===== config.mk =====
export PLATFORM = sky130hd
export DESIGN_NAME = rtp_vp8_packetizer
export DESIGN_NICKNAME = d
export VERILOG_FILES = /design/src/sv/rvp_pkg.sv /design/src/sv/rtp_vp8_packetizer.sv /design/src/sv/rvp_emit.sv
export SDC_FILE = /design/constraint.sdc
export NUM_CORES = 1
export LEC_CHECK = 0
export BUFFER_PORTS_ARGS = -buffer_cell sky130_fd_sc_hd__buf_4
export CAP_MARGIN = 20
export CORE_MARGIN = 4
export CORE_UTILIZATION = 65
export CTS_BUF_LIST = sky130_fd_sc_hd__clkbuf_4 sky130_fd_sc_hd__clkbuf_8
export CTS_CLUSTER_DIAMETER = 40
export DETAILED_ROUTE_END_ITERATION = 8
export PLACE_DENSITY = 0.95
export SLEW_MARGIN = 20
export SYNTH_ARGS = -nofsm -noshare
export SYNTH_HDL_FRONTEND = slang
export SYNTH_SLANG_ARGS = --single-unit

===== constraint.sdc =====
create_clock -name clk -period 9.7 [get_ports clk]
set_clock_uncertainty 0.15 [all_clocks]
set_input_delay 0.97 -clock clk [delete_from_list [all_inputs] [get_ports clk]]
set_output_delay 0.97 -clock clk [all_outputs]
set_load 0.01 [all_outputs]

===== src/sv/rvp_pkg.sv =====
package rvp_pkg;

  localparam int LIM_W = 11;
  localparam int IDX_W = 4;

  localparam logic [7:0] RTP_VERSION_BYTE = 8'h80;
  localparam logic [7:0] VP8_START_DESC   = 8'h10;
  localparam logic [7:0] VP8_CONT_DESC    = 8'h00;

  // byte positions inside a packet opening
  localparam logic [IDX_W-1:0] POS_DESC = 4'd12;
  localparam logic [IDX_W-1:0] POS_DATA = 4'd13;
  localparam int               OPEN_BYTES = 13;

  // configuration register indexes
  localparam logic [1:0] REG_SOURCE_ID     = 2'd0;
  localparam logic [1:0] REG_PAYLOAD_TYPE  = 2'd1;
  localparam logic [1:0] REG_TIME_STEP     = 2'd2;
  localparam logic [1:0] REG_PAYLOAD_LIMIT = 2'd3;

  localparam logic [31:0]      RST_SOURCE_ID     = 32'd0;
  localparam logic [6:0]       RST_PAYLOAD_TYPE  = 7'd96;
  localparam logic [15:0]      RST_TIME_STEP     = 16'd1500;
  localparam logic [LIM_W-1:0] RST_PAYLOAD_LIMIT = 11'd1187;

  // one accepted frame byte with everything its packet opening needs
  typedef struct packed {
    logic [7:0]  data_byte;
    logic        need_hdr;
    logic        marker;
    logic        first_pkt;
    logic        packet_end;
    logic [15:0] seq;
    logic [31:0] ts;
  } pkt_item_t;

endpackage


===== src/sv/rtp_vp8_packetizer.sv =====
// flow: an accepted byte enters the hold register, then the output register once that
//   is free; a byte opening a packet first sends 12 rtp header bytes and the vp8 descriptor
// throughput: one output and, inside a packet, one input byte per cycle unless out_tready
//   stalls; an opening byte holds input while the single output byte lane sends its header
// reset: synchronous active-low rst_n clears sequence, timestamp, frame offset, packet fill
//   and all valid flags, and loads the register reset values
module rtp_vp8_packetizer
  import rvp_pkg::*;
#(
  parameter int MTU_BYTES   = 1200,
  parameter int LENGTH_BITS = 20
) (
  input  logic                    clk,
  input  logic                    rst_n,
  // input requests, tdata padded to whole bytes
  input  logic                    in_tvalid,
  output logic                    in_tready,
  input  logic [((8 + LENGTH_BITS + 7) / 8) * 8 - 1:0] in_tdata,
                                              // [7:0] data_byte, then frame_length, zero pad
  // output requests
  output logic                    out_tvalid,
  input  logic                    out_tready,
  output logic [7:0]              out_tdata,  // [7:0] out_byte
  output logic                    out_tlast,  // packet_end
  output logic                    out_tuser,  // [0] run_end
  // configuration writes
  input  logic                    cfg_we,
  input  logic [1:0]              cfg_index,
  input  logic [31:0]             cfg_data
);

  localparam int CMP_W = (LENGTH_BITS > LIM_W) ? LENGTH_BITS : LIM_W;
  // most frame bytes that fit after the header and descriptor
  localparam logic [LIM_W-1:0] LIMIT_CAP = LIM_W'(MTU_BYTES - OPEN_BYTES);

  // configuration registers
  logic [31:0]      source_id_r;
  logic [6:0]       payload_type_r;
  logic [15:0]      time_step_r;
  logic [LIM_W-1:0] payload_limit_r;

  // packetizer state
  logic [15:0]            seq_r;
  logic [31:0]            ts_r;
  logic [LENGTH_BITS-1:0] offset_r;
  logic [LIM_W-1:0]       fill_r;

  logic                   accept;
  logic [7:0]             in_byte;
  logic [LENGTH_BITS-1:0] flen_raw;
  logic [LENGTH_BITS-1:0] flen;
  logic [LIM_W-1:0]       limit;
  logic [LENGTH_BITS-1:0] remaining;
  logic [LENGTH_BITS:0]   next_off;
  logic [LIM_W-1:0]       fill_nxt;
  logic                   frame_done;
  logic                   packet_done;
  logic                   marker;
  pkt_item_t              item;

  assign in_byte  = in_tdata[7:0];
  assign flen_raw = in_tdata[8 +: LENGTH_BITS];
  // a zero length counts as a one-byte frame
  assign flen     = (flen_raw == '0) ? LENGTH_BITS'(1) : flen_raw;

  // limit clamped to 1..cap
  always_comb begin
    limit = payload_limit_r;
    if (limit == '0) begin
      limit = LIM_W'(1);
    end
    if (limit > LIMIT_CAP) begin
      limit = LIMIT_CAP;
    end
  end

  // marker when the rest of the frame fits into this packet
  assign remaining = (offset_r < flen) ? (flen - offset_r) : LENGTH_BITS'(1);
  assign marker    = CMP_W'(remaining) <= CMP_W'(limit);

  assign next_off    = {1'b0, offset_r} + 1'b1;
  assign frame_done  = next_off >= {1'b0, flen};
  assign fill_nxt    = fill_r + 1'b1;
  assign packet_done = frame_done || (fill_nxt >= limit);

  assign accept = in_tvalid && in_tready;

  always_comb begin
    item.data_byte  = in_byte;
    item.need_hdr   = (fill_r == '0);
    item.marker     = marker;
    item.first_pkt  = (offset_r == '0);
    item.packet_end = packet_done;
    item.seq        = seq_r;
    item.ts         = ts_r;
  end

  always_ff @(posedge clk) begin
    if (!rst_n) begin
      source_id_r     <= RST_SOURCE_ID;
      payload_type_r  <= RST_PAYLOAD_TYPE;
      time_step_r     <= RST_TIME_STEP;
      payload_limit_r <= RST_PAYLOAD_LIMIT;
    end else if (cfg_we) begin
      case (cfg_index)
        REG_SOURCE_ID:     source_id_r     <= cfg_data;
        REG_PAYLOAD_TYPE:  payload_type_r  <= cfg_data[6:0];
        REG_TIME_STEP:     time_step_r     <= cfg_data[15:0];
        REG_PAYLOAD_LIMIT: payload_limit_r <= cfg_data[LIM_W-1:0];
        default: ;
      endcase
    end
  end

  // state advances when the byte is accepted; the item carries the old values
  always_ff @(posedge clk) begin
    if (!rst_n) begin
      seq_r    <= '0;
      ts_r     <= '0;
      offset_r <= '0;
      fill_r   <= '0;
    end else if (accept) begin
      if (packet_done) begin
        seq_r  <= seq_r + 1'b1;
        fill_r <= '0;
      end else begin
        fill_r <= fill_nxt;
      end
      if (frame_done) begin
        ts_r     <= ts_r + {16'd0, time_step_r};
        offset_r <= '0;
      end else begin
        offset_r <= next_off[LENGTH_BITS-1:0];
      end
    end
  end

  // holds one item, walks its opening bytes and feeds the output register
  rvp_emit u_emit (
    .clk          (clk),
    .rst_n        (rst_n),
    .item_valid   (in_tvalid),
    .item         (item),
    .item_ready   (in_tready),
    .source_id    (source_id_r),
    .payload_type (payload_type_r),
    .out_tvalid   (out_tvalid),
    .out_tready   (out_tready),
    .out_tdata    (out_tdata),
    .out_tlast    (out_tlast),
    .out_tuser    (out_tuser)
  );

endmodule


===== src/sv/rvp_emit.sv =====
module rvp_emit
  import rvp_pkg::*;
(
  input  logic        clk,
  input  logic        rst_n,
  input  logic        item_valid,
  input  pkt_item_t   item,
  output logic        item_ready,
  input  logic [31:0] source_id,
  input  logic [6:0]  payload_type,
  output logic        out_tvalid,
  input  logic        out_tready,
  output logic [7:0]  out_tdata,   // [7:0] out_byte
  output logic        out_tlast,   // packet_end
  output logic        out_tuser    // [0] run_end
);

  logic             hold_v_r;
  pkt_item_t        hold_r;
  logic [IDX_W-1:0] idx_r;
  logic             out_v_r;
  logic [7:0]       out_byte_r;
  logic             out_pend_r;
  logic             out_run_r;

  logic       out_free;
  logic       emit;
  logic       is_last;
  logic       take;
  logic [7:0] cur_byte;

  assign out_free   = !out_v_r || out_tready;
  assign emit       = hold_v_r && out_free;
  assign is_last    = !hold_r.need_hdr || (idx_r == POS_DATA);
  assign take       = !hold_v_r || (emit && is_last);
  assign item_ready = take;

  always_comb begin
    cur_byte = hold_r.data_byte;
    if (hold_r.need_hdr) begin
      case (idx_r)
        4'd0:     cur_byte = RTP_VERSION_BYTE;
        4'd1:     cur_byte = {hold_r.marker, payload_type};
        4'd2:     cur_byte = hold_r.seq[15:8];
        4'd3:     cur_byte = hold_r.seq[7:0];
        4'd4:     cur_byte = hold_r.ts[31:24];
        4'd5:     cur_byte = hold_r.ts[23:16];
        4'd6:     cur_byte = hold_r.ts[15:8];
        4'd7:     cur_byte = hold_r.ts[7:0];
        4'd8:     cur_byte = source_id[31:24];
        4'd9:     cur_byte = source_id[23:16];
        4'd10:    cur_byte = source_id[15:8];
        4'd11:    cur_byte = source_id[7:0];
        POS_DESC: cur_byte = hold_r.first_pkt ? VP8_START_DESC : VP8_CONT_DESC;
        default:  cur_byte = hold_r.data_byte;
      endcase
    end
  end

  always_ff @(posedge clk) begin
    if (!rst_n) begin
      hold_v_r <= 1'b0;
      idx_r    <= '0;
      out_v_r  <= 1'b0;
    end else begin
      if (take) begin
        hold_v_r <= item_valid;
        idx_r    <= '0;
      end else if (emit) begin
        idx_r <= idx_r + 1'b1;
      end
      if (out_free) begin
        out_v_r <= emit;
      end
    end
  end

  always_ff @(posedge clk) begin
    if (take && item_valid) begin
      hold_r <= item;
    end
    if (emit) begin
      out_byte_r <= cur_byte;
      out_pend_r <= is_last && hold_r.packet_end;
      out_run_r  <= is_last;
    end
  end

  assign out_tvalid = out_v_r;
  assign out_tdata  = out_byte_r;
  assign out_tlast  = out_pend_r;
  assign out_tuser  = out_run_r;

endmodule

==> run metrics, run 1 <==
PortBufs 78; Synth Area in Adders 9.15%; r2r endpoint fill_r[1]$_SDFFE_PN0P_; num rows 50; worst r2r path cells 16; Most used DFF post-synth dfxtp_1; Max clock buf depth 3; Req. time, crit path 9.94 ns; Syn Nets 1562; fmax 181 MHz; VDD IR max 0.0000881 V; WS Path Type input port to register; First-pass DRT Iterations 6; share of layout cells above drive strength 1 12.8%; number of global-route vias before repair 10600; max-cap violations 0; # diodes 0; Clk pin slew, worst setup/hold paths 0.06 ns; fill count 1209; Hold Buf Count CTS 0; XOR/XNOR Fraction of Synth Area 6.75%; Slew Limit Fails 0; Starting Density 65.9%; CTS tree built; GRT overflow 0; Avg WL per Cell 19.0 um; via/cell ratio 6.38; hold path depth 2; r2r startpoint offset_r[0]$_SDFFE_PN0P_; HP Class register to register; gr usage total 29.7%; minimum clock period 5.51 ns; root buf cell clkbuf_8; Hold Vio Cnt, Final 0; Hold Path Origin source_id_r[2]$_SDFFE_PN0P_; Synth Area in Compound Gates 16.1%; CTS Buf Count 38; RSZ-0062 raised after global routing false; combinational family with the most area after synthesis simple AND/OR/NAND/NOR gates; Worst Hold End source_id_r[2]$_SDFFE_PN0P_; via count 10900; Yosys reg bits 221; clk_lat worst skew 0.54 ns; core area 18700 sq um; distinct cell type count after synthesis 82; EDFF count, synth 70; Pwr Density 153 nW/um^2; chip width 146 um; Die Span Y 146 um; post-DP HPWL 22600 um; CTS H-tree depth 2; Leakage 5.43 nW; Setup TNS Final 0 ns; Tcrit/Tclk final 56.8%; DRC viols 0; endpoint class of the critical path register; CP Launch Type input port; synthesized cell area 12300 sq um; max_slew headroom 26.0%; Iteration-0 DRC Markers 1317; post-route ant nets 0; peak fanout along the critical path 12; Total Nets Final 1613; total length of routed wires 32700 um; cts repair resizes 0; simple-gate share of the synthesized area 19.6%; Worst Path Arrival 5.76 ns; Syn Area/Cell 8.79 sq um; multiplexer area fraction after synthesis 1.98%; global placement routability congestion 0.942; # IOs 83; worst-margin pin slew 1.10 ns; asr flop ratio synth 0%; # Post-CTS Setup Buffers 0; pin count of the biggest net entering global routing 72; Hold WS 0.308 ns; setup-violating endpoint count in the final report 0; Clock Sinks 221; Ys Warns 0; Layout area overhead 12.1%; R2R Setup Slk 4.68 ns; initial antenna violation count 0; first-pass GRT wire length 52400 um; synthesized instance count 1402; die area 21200 sq um; register area share after synthesis 41.6%; status finished, final reports clean
-- cell families (layout without fill, tap and decap cells) --
| family | count (synthesis) | after routing |
|---|---|---|
| buffers and inverters | 151 | 232 |
| xor gates and xnor gates | 95 | 95 |
| muxes | 24 | 24 |
| DFF | 221 | 221 |
| and+or+nand+nor | 515 | 515 |
| adders and majority gates | 89 | 89 |
| AOI/OAI and AO/OA | 307 | 307 |
-- placed cells by master (no fill, tap or decap), types with 6 or more instances in the layout --
cell and n:
a211oi_1 11, a21o_1 22, a21oi_1 131, a222oi_1 8
a22oi_1 20, a31oi_1 9, and2_1 10, and3_1 11
and4_1 8, buf_4 87, clkbuf_4 10, clkbuf_8 50
dfxtp_1 151, edfxtp_1 70, ha_1 87, inv_1 71
mux2i_1 21, nand2_1 220, nand2b_1 15, nand3_1 45
nand4_1 28, nor2_1 111, nor2b_1 6, nor3_1 13
nor4_1 14, o21a_1 10, o21ai_0 34, o21bai_1 6
xnor2_1 75, xor2_1 20
-- flip-flops by register name, summed over array words and instances (netlist names) --
register / count
source_id_r: 32
u_emit.out_tuser: 1
time_step_r: 16
u_emit.out_tdata: 8
seq_r: 16
u_emit.out_tlast: 1
u_emit.hold_r: 60
ts_r: 32
fill_r: 11
payload_type_r: 7
payload_limit_r: 11
u_emit.idx_r: 4
offset_r: 20
u_emit.hold_v_r: 1
u_emit.out_tvalid: 1
-- Yosys cell counts, drive strengths merged, types with 3 or more instances --
cell type	instances	share of area, %
o41ai	4	0.28
o21a	10	0.61
a222oi	8	0.65
dfxtp	151	25
clkbuf	58	1.8
o31ai	6	0.41
a2111oi	8	0.74
o211ai	4	0.24
a21boi	3	0.18
nor4b	3	0.26
a211oi	13	0.93
nand3	45	1.8
mux2	3	0.27
nor3	16	0.77
o21ai	39	1.6
a31oi	10	0.56
or4	5	0.30
xnor2	75	5.3
or2	6	0.30
edfxtp	70	17
xor2	20	1.4
or3	3	0.15
a21oi	131	5.3
a21o	22	1.3
inv	74	2.3
mux2i	21	1.7
o21bai	6	0.37
nand4	29	1.6
nand2b	15	0.76
nor2	112	3.4
nor2b	6	0.30
buf	18	0.72
a311o	3	0.24
nor4	16	0.91
and3	12	0.65
and2	11	0.58
nand2	221	6.7
ha	87	8.8
or3b	3	0.21
a22oi	20	1.2
and4	8	0.57
-- cell type report --
type	instances	area [sq um]	share of cell area [%]
inverters	75	282	2.04
clock inverters	10	67.6	0.489
flip-flops and latches	221	5120	37.1
well taps	234	293	2.12
repair buffers	87	653	4.73
clock buffers	60	763	5.52
multi-input cells	1030	6630	48.0
-- per-stage QoR --
step / cells / utilization [%] / power [mW] / instance area (sq um) / setup WS (ns)
6_report: 1717 / 73.9 / 2.12 / 13800 / 4.19
4_1_cts: 1717 / 73.8 / 2.12 / 13800 / 4.34
3_3_place_gp: 1647 / 69.4 / 1.22 / 13000 / 4.00
2_1_floorplan: 1402 / - / 1.15 / 12300 / 4.40
3_5_place_dp: 1647 / 69.4 / 1.23 / 13000 / 3.82
5_1_grt: 1717 / 73.9 / 2.19 / 13800 / 4.00
-- report_power, final --
part	switching [mW]	internal, mW	total (mW)
Clock	0.393	0.506	0.899
Sequential	0.0194	0.987	1.01
Combinational	0.126	0.0835	0.210
Total	0.539	1.58	2.12
-- worst max path at each step --
stage	end	from	depth (start not counted)
2_1_floorplan	u_emit.hold_r[50]$_DFFE_PP_	in_tdata[19]	24
3_3_place_gp	u_emit.hold_r[50]$_DFFE_PP_	in_tdata[26]	25
3_5_place_dp	u_emit.hold_r[50]$_DFFE_PP_	in_tdata[22]	25
4_1_cts	u_emit.hold_r[50]$_DFFE_PP_	in_tdata[26]	25
5_1_grt	u_emit.hold_r[50]$_DFFE_PP_	in_tdata[26]	25
6_report	u_emit.hold_r[50]$_DFFE_PP_	in_tdata[22]	25
-- layer usage --
| layer | part of all wire (%) | routed length, um | global-route usage (%) |
|---|---|---|---|
| met1 | 39 | 12600 | 37.3 |
| met2 | 48 | 15700 | 50.2 |
| met3 | 8.4 | 2730 | 4.89 |
| met4 | 4.8 | 1570 | 13.9 |
| met5 | 0 | 0 | 0 |
-- worst max-delay path, stage by stage --
cell,delay [ns]
buf_4,0.09
inv_1,0.05
nand4_1,0.11
nor2_1,0.06
a31o_2,0.25
inv_1,0.05
ha_1,0.16
inv_1,0.06
fa_1,0.42
nand3_1,0.13
a21oi_1,0.10
a211oi_2,0.49
o221a_2,0.32
nand2b_1,0.11
a21oi_1,0.08
o31ai_1,0.20
buf_4,0.23
nor2_1,0.07
ha_1,0.19
or4_1,0.53
a221oi_1,0.22
a211o_1,0.22
o2111ai_1,0.12
nor4_1,0.30
a32o_1,0.22
No activity file was read; power rests on OpenSTA's default activity.
==> inputs of run 2 (changes only) <==
Settings changed: ABC_AREA from default to 1, CORE_UTILIZATION 65 to 57, PLACE_DENSITY 0.95 to 0.9.
Clock period 9.7 ns to 4.5 ns, I/O delays scaled along.
==> run 2 against run 1 <==
  * Combinational power increased to 4.6 times the previous value
  * Sequential share of layout area decreased by 3.5 points
  * Synthesized area increased by 8.0%
  * Largest power group unchanged
  * Non-clock buffer count increased by 28
==> run metrics, run 2 <==
pin count of the biggest net entering global routing 84 (+17%); count leader, synth nand2_1; Setup TNS Final 0 ns (unchanged); max reg flops 60 (unchanged); # Post-CTS Setup Buffers 0 (unchanged); Tcrit/Tclk final 90.6%; setup-violating endpoint count in the final report 0 (unchanged); gr usage total 29.2% (-0.48 points); fmax 245 MHz; GRT overflow 0 (unchanged); Avg WL per Cell 17.0 um (-11%); peak fanout along the critical path 16 (+4); Multi-input gate area 7040 sq um (+6.2%); Die Span Y 161 um (+10%); post-route ant nets 0 (unchanged); CTS tree built; status finished, final reports clean; Max clock buf depth 3 (unchanged); max_slew headroom 43.5% (+18 points); Syn Area/Cell 7.29 sq um (-17%); post-synth top area share 22.7% (-1.8 points); Hold Vio Cnt, Final 0 (unchanged); EDFF count, synth 70 (unchanged); area leader, netlist dfxtp_1; RSZ-0062 raised after global routing false; Slew Limit Fails 0 (unchanged); Syn Nets 1985 (+27%); share of layout cells above drive strength 1 9.75% (-3.1 points); PortBufs 78 (unchanged); worst-margin pin slew 0.845 ns (-0.258 ns); synth cell count leaders nand2_1 (401), nor2_1 (231), inv_1 (227), dfxtp_1 (151), a21oi_1 (131); DRC viols 0 (unchanged); Most used DFF post-synth dfxtp_1; minimum clock period 4.07 ns; most frequent cells in the layout nand2_1 (401), nor2_1 (231), inv_1 (227), dfxtp_1 (151), a21oi_1 (131); WS Path Type register to register; hold path depth 3 (+1); First-pass DRT Iterations 6 (unchanged); Leakage 6.93 nW (+27%); pre-CTS setup slack 0.231 ns (-3.59 ns); worst r2r path cells 19 (+3); distinct cell type count after synthesis 51 (-38%); via/cell ratio 5.76 (-9.7%); # IOs 83 (unchanged); CTS Buf Count 41 (+7.9%); synthesized instance count 1825 (+30%); core area 22800 sq um (+22%); first-pass GRT wire length 62100 um (+19%); Power, Total 5.29 mW (+150%); initial antenna violation count 0 (unchanged); clk_lat worst skew 0.56 ns (+0.02 ns); Pwr Density 347 nW/um^2 (+130%); number of global-route vias before repair 12400 (+17%); Clk pin slew, worst setup/hold paths 0.06 ns (about the same); post-DP HPWL 27700 um (+23%); HP Class input port to register; commonest non-fill, non-tap cell in the layout nand2_1; via count 13100 (+19%); fill count 1783 (+47%); register area share after synthesis 38.5% (-3.1 points); max-cap violations 0 (unchanged); Starting Density 58.4% (-7.5 points); CP most frequent cell nand2_1; Iteration-0 DRC Markers 1329 (+0.91%); Yosys reg bits 221 (unchanged); CTS H-tree depth 2 (unchanged); Slowest cell on crit path nor2_1; synthesized cell area 13300 sq um (+8.0%); chip width 161 um (+10%); Worst Path Arrival 4.40 ns (-1.36 ns); max incr delay on CP 0.40 ns (-0.13 ns); Total Nets Final 2085 (+29%); global placement routability congestion 1.00 (+6.7%); total length of routed wires 38700 um (+18%); crit-path cells nor2_1 -> nand4_1 -> o21ai_0 -> nand2_1 -> nand3_1 -> nand3_1 -> a21oi_1 -> nand2_1 -> nand2_1 -> ha_1 -> a21oi_1 -> o21ai_0 -> nand2_1 -> o2111ai_1 -> nor2_1 -> nand3_4 -> nand2_4 -> nand2_1 -> a21oi_1; biggest regs u_emit.hold_r (60), source_id_r (32), ts_r (32); root buf cell clkbuf_8; VDD IR max 0.000222 V (+150%); CP Launch Type register; die area 25900 sq um (+22%); Final WS setup 0.425 ns (-3.76 ns); asr flop ratio synth 0% (unchanged); num rows 55 (+10%); endpoint class of the critical path register; Ys Warns 0 (unchanged); Largest Register u_emit.hold_r; Register Area 5120 sq um (unchanged); Layout area overhead 14.5%; top cells by area, synth dfxtp_1 (23%), edfxtp_1 (16%), nand2_1 (11%), ha_1 (8.2%), nor2_1 (6.5%); Clock Sinks 221 (unchanged); # diodes 0 (unchanged); Req. time, crit path 4.82 ns (-5.12 ns)
[run 2: cell types whose count changed after synthesis, sizes merged, moves of 27 or more]
cell	previous run	this run
inv	74	232
nand2	221	408
nand3	45	125
nor2	112	236
o21ai	39	117
xnor2	75	12
xor2	20	47
[run 2: logic make-up (layout without fill, tap and decap cells)]
group / count (synthesis) / after routing / share of synthesized area [%]
AOI/OAI and AO/OA: 308 / 308 / 13.2
xor gates and xnor gates: 59 / 59 / 3.88
adders and majority gates: 89 / 89 / 8.48
buffers and inverters: 293 / 426 / 8.61
DFF: 221 / 221 / 38.5
and+or+nand+nor: 855 / 855 / 27.3
[run 2: layout make-up]
class                      count  area share [%]
inverter                     235            5.79
tap                          313            2.57
sequential                   221            33.6
multi-input combinational   1311            46.2
clock buffer                  59            4.79
clock inverter                17           0.952
timing repair buffer         115            6.07
[run 2: timing repair]
| action | in CTS | in global routing |
|---|---|---|
| gates resized for setup | 0 | 0 |
| endpoints found under the hold margin | 26 | 0 |
| hold buffers | 25 | 0 |
[run 2: metal layers]
| layer | global-route usage [%] | up-vias | routed length (um) |
|---|---|---|---|
| li1 | - | 6269 | - |
| met5 | 0 | - | 0 |
| met1 | 37.9 | 5989 | 15800 |
| met3 | 4.88 | 120 | 3480 |
| met2 | 48.5 | 700 | 17800 |
| met4 | 12.5 | 0 | 1630 |
[run 2: path summary, 6_finish.rpt]
| kind | startpoint | end | slack (ns) |
|---|---|---|---|
| max | payload_limit_r[8]$_SDFFE_PN0P_ | fill_r[0]$_SDFFE_PN0P_ | 0.43 |
| min reg2reg | source_id_r[27]$_SDFFE_PN0P_ | source_id_r[27]$_SDFFE_PN0P_ | 0.31 |
| max reg2reg | payload_limit_r[8]$_SDFFE_PN0P_ | fill_r[0]$_SDFFE_PN0P_ | 0.43 |
| min | cfg_data[0] | payload_limit_r[0]$_SDFFE_PN1P_ | 0.02 |
[run 2: critical path, delay by kind of cell (launching register included)]
kind | cells | cell delay [ns]
AO/OA/AOI/OAI | 6 | 1.05
AND/OR/NAND/NOR | 12 | 2.16
flip-flops | 1 | 0.34
adder cells (fa/ha/maj) | 1 | 0.28
[run 2: where the power goes]
group | switching (mW) | internal [mW]
sequential | 0.0808 | 2.18
clock | 0.918 | 1.13
combinational | 0.619 | 0.354
[run 2: through the flow]
stage	instances	util, %	hold slack (ns)	instance area [sq um]
final	2271	66.9	0.0183	15200
after global placement	2170	62.0	0.292	14100
after CTS	2271	66.9	0.00396	15200
after global routing	2271	66.9	0.0104	15200
after detailed placement	2170	62.0	0.295	14100
after floorplan	1825	-	0.279	13300
==> inputs of run 3 (changes only) <==
Settings changed: CORE_UTILIZATION 57 to 58, GPL_TIMING_DRIVEN from default to 0, PLACE_DENSITY 0.9 to 0.91, SYNTH_HIERARCHICAL from default to 1.
==> run 3 against run 2 <==
  * Sequential cell count unchanged
  * Core utilization increased by 1.8 points
  * Global-route usage increased by 2.2 points
  * Synthesized cell count increased by 5.3%
  * Fmax decreased by 4.0%
  * Via count up 7.0%
  * Critical endpoint is now ts_r[17]$_SDFFE_PN0P_
  * Largest power group unchanged
==> run metrics, run 3 <==
Starting Density 59.1% (+0.66 points); Tcrit/Tclk final 94.3% (+3.8 points); clk_lat worst skew 0.58 ns (+0.02 ns); Hold Vio Cnt, Final 0 (unchanged); post-route ant nets 0 (unchanged); total length of routed wires 42200 um (+9.3%); synthesized instance count 1921 (+5.3%); Most used DFF post-synth dfxtp_1; number of global-route vias before repair 13200 (+6.0%); CP Launch Type register; Avg WL per Cell 17.5 um (+2.5%); synthesized cell area 13900 sq um (+4.2%); Comb pwr share 11.8% (-6.6 points); first-pass GRT wire length 66800 um (+7.5%); # diodes 0 (unchanged); GRT overflow 0 (unchanged); count leader, synth nand2_1; chip width 163 um (+1.1%); CTS tree built; top cells by area, synth dfxtp_1 (22%), edfxtp_1 (15%), nand2_1 (11%), ha_1 (7.8%), nor2_1 (7.5%); Iteration-0 DRC Markers 1816 (+37%); # IOs 83 (unchanged); peak fanout along the critical path 10 (-6); post-route cell area 16100 sq um (+5.9%); endpoint class of the critical path register; Clock Sinks 221 (unchanged); Leakage 7.07 nW (+2.0%); num rows 56 (+1.8%); CTS Buf Count 39 (-4.9%); DRC viols 0 (unchanged); Worst Path Arrival 4.50 ns (+0.10 ns); post-synth top area share 21.8% (-0.92 points); worst-margin pin slew 0.859 ns (+0.0147 ns); asr flop ratio synth 0% (unchanged); gr usage total 31.4% (+2.2 points); Hold Path Origin cfg_data[10]; CTS H-tree depth 2 (unchanged); worst r2r path cells 19 (unchanged); Seq pwr share 44.3% (+1.5 points); synth cell count leaders nand2_1 (416), nor2_1 (276), inv_1 (172), dfxtp_1 (151), a21oi_1 (135); post-DP HPWL 31500 um (+14%); placed inst area 14900 sq um (+5.6%); status finished, final reports clean; DRT met1 WL 17400 um (+10%); share of layout cells above drive strength 1 11.9% (+2.2 points); VDD IR max 0.000203 V (-8.6%); max-cap violations 0 (unchanged); Pwr Density 305 nW/um^2 (-12%); setup-violating endpoint count in the final report 0 (unchanged); Largest Register u_emit/hold_r; Power, Total 4.93 mW (-6.8%); max reg flops 60 (unchanged); Slew Limit Fails 0 (unchanged); R2R Setup Slk 0.25 ns (-0.17 ns); Pint 3.65 mW (-0.51%); Req. time, crit path 4.75 ns (-0.07 ns); WS Path Type register to register; biggest regs u_emit/hold_r (60), source_id_r (32), ts_r (32); switch share 25.9% (-4.7 points); Clk pin slew, worst setup/hold paths 0.06 ns (about the same); hold path depth 3 (unchanged); Hold WS 0.0156 ns (-0.00270 ns); Total Nets Final 2233 (+7.1%); core area 23500 sq um (+3.0%); area leader, netlist dfxtp_1; initial antenna violation count 0 (unchanged); RSZ-0062 raised after global routing false; Layout area overhead 16.3%; die area 26500 sq um (+2.3%); via count 14000 (+7.0%); placed cell count 2320 (+6.9%); metal3 WL 4050 um (+16%); global placement routability congestion 0.975 (-3.0%); minimum clock period 4.25 ns (+0.170 ns); PortBufs 78 (unchanged); pin count of the biggest net entering global routing 31 (-63%); Worst Hold End payload_limit_r[10]$_SDFFE_PN1P_; commonest non-fill, non-tap cell in the layout nand2_1; First-pass DRT Iterations 6 (unchanged); max_slew headroom 42.3% (-1.2 points); register area share after synthesis 36.9% (-1.6 points); r2r endpoint ts_r[17]$_SDFFE_PN0P_; highest routed layer met4; wire length on met2 19000 um (+6.9%); Syn Area/Cell 7.22 sq um (-1.0%); via/cell ratio 5.78 (+0.35%); Max clock buf depth 3 (unchanged); Yosys reg bits 221 (unchanged); Layout Cells excl Fill 2421 (+6.6%); fmax 236 MHz (-4.0%); EDFF count, synth 70 (unchanged); most frequent cells in the layout nand2_1 (416), nor2_1 (275), inv_1 (172), dfxtp_1 (151), a21oi_1 (135); Ys Warns 6 (+6); clock share of power 44.0% (+5.2 points); Final Core Density 68.7% (+1.8 points); r2r startpoint offset_r[0]$_SDFFE_PN0P_; Syn Nets 2081 (+4.8%); distinct cell type count after synthesis 47 (-7.8%); P_sw 1.28 mW (-21%); HP Class input port to register; Die Span Y 163 um (+1.1%); root buf cell clkbuf_8
run 3: area by class of cell:
class	count	area, sq um
flip-flops and latches	221	5120
fillers	1861	7340
clock buffers	52	647
multi-input cells	1433	7650
repair buffers	112	946
inverters	179	674
plain buffers	87	435
well taps	319	399
clock inverters	18	256
run 3: how the worst max path moves through the flow:
stage | start | to | cells after the start
floorplan | out_tready | u_emit/hold_r[0]$_DFFE_PP_ | 6
global placement | out_tready | u_emit/hold_r[24]$_DFFE_PP_ | 7
detailed placement | in_tdata[20] | u_emit/hold_r[50]$_DFFE_PP_ | 27
CTS | in_tdata[20] | u_emit/hold_r[50]$_DFFE_PP_ | 27
global route | in_tdata[15] | u_emit/hold_r[50]$_DFFE_PP_ | 28
finish | offset_r[0]$_SDFFE_PN0P_ | ts_r[17]$_SDFFE_PN0P_ | 19
run 3: power by group through the flow:
stage / logic [mW] / registers, mW / clock network [mW]
final: 0.579 / 2.18 / 2.17
after global placement: 0.509 / 2.22 / 0
after CTS: 0.564 / 2.18 / 2.17
after global routing: 0.640 / 2.18 / 2.27
after detailed placement: 0.537 / 2.22 / 0
after floorplan: 0.336 / 2.21 / 0
run 3: kinds of logic after synthesis:
family / share of synthesized area, %
fa+ha+maj: 8.13
flops: 36.9
xor+xnor: 3.91
simple gates: 32.0
buf+inv: 8.03
compound gates: 11.0
run 3: per-stage QoR:
stage / setup WS [ns] / TNS [ns]
after global routing: 0.0209 / 0
final: 0.255 / 0
after global placement: -0.992 / -59.46
after detailed placement: -0.218 / -0.218
after CTS: 0.371 / 0
after floorplan: 0.260 / 0
run 3: what timing repair did:
action,in CTS,in global routing
resized for setup,0,2
buffers inserted,0,0
setup endpoints to repair,0,2
endpoints found under the hold margin,33,0
hold buffers,32,0
run 3: worst max-delay path: stages (launching register included):
cell	delay [ns]
dfxtp_1	0.43
inv_1	0.12
nor3_2	0.38
nand2_1	0.12
nor2_1	0.21
nand2_1	0.20
nor2_1	0.21
nand4_1	0.12
xor2_1	0.41
ha_1	0.21
nand2_1	0.04
nor2_1	0.12
nand2_1	0.07
nor2_1	0.30
nand2_4	0.11
nand2_4	0.13
nand2_4	0.09
buf_2	0.22
nor3_1	0.27
nor2_1	0.13
run 3: per-layer routing:
layer / global-route usage, % / up-vias
met1: 42.9 / 6411
met4: 13.2 / 0
met3: 4.43 / 138
met2: 50.3 / 765
li1: - / 6677
met5: 0 / -
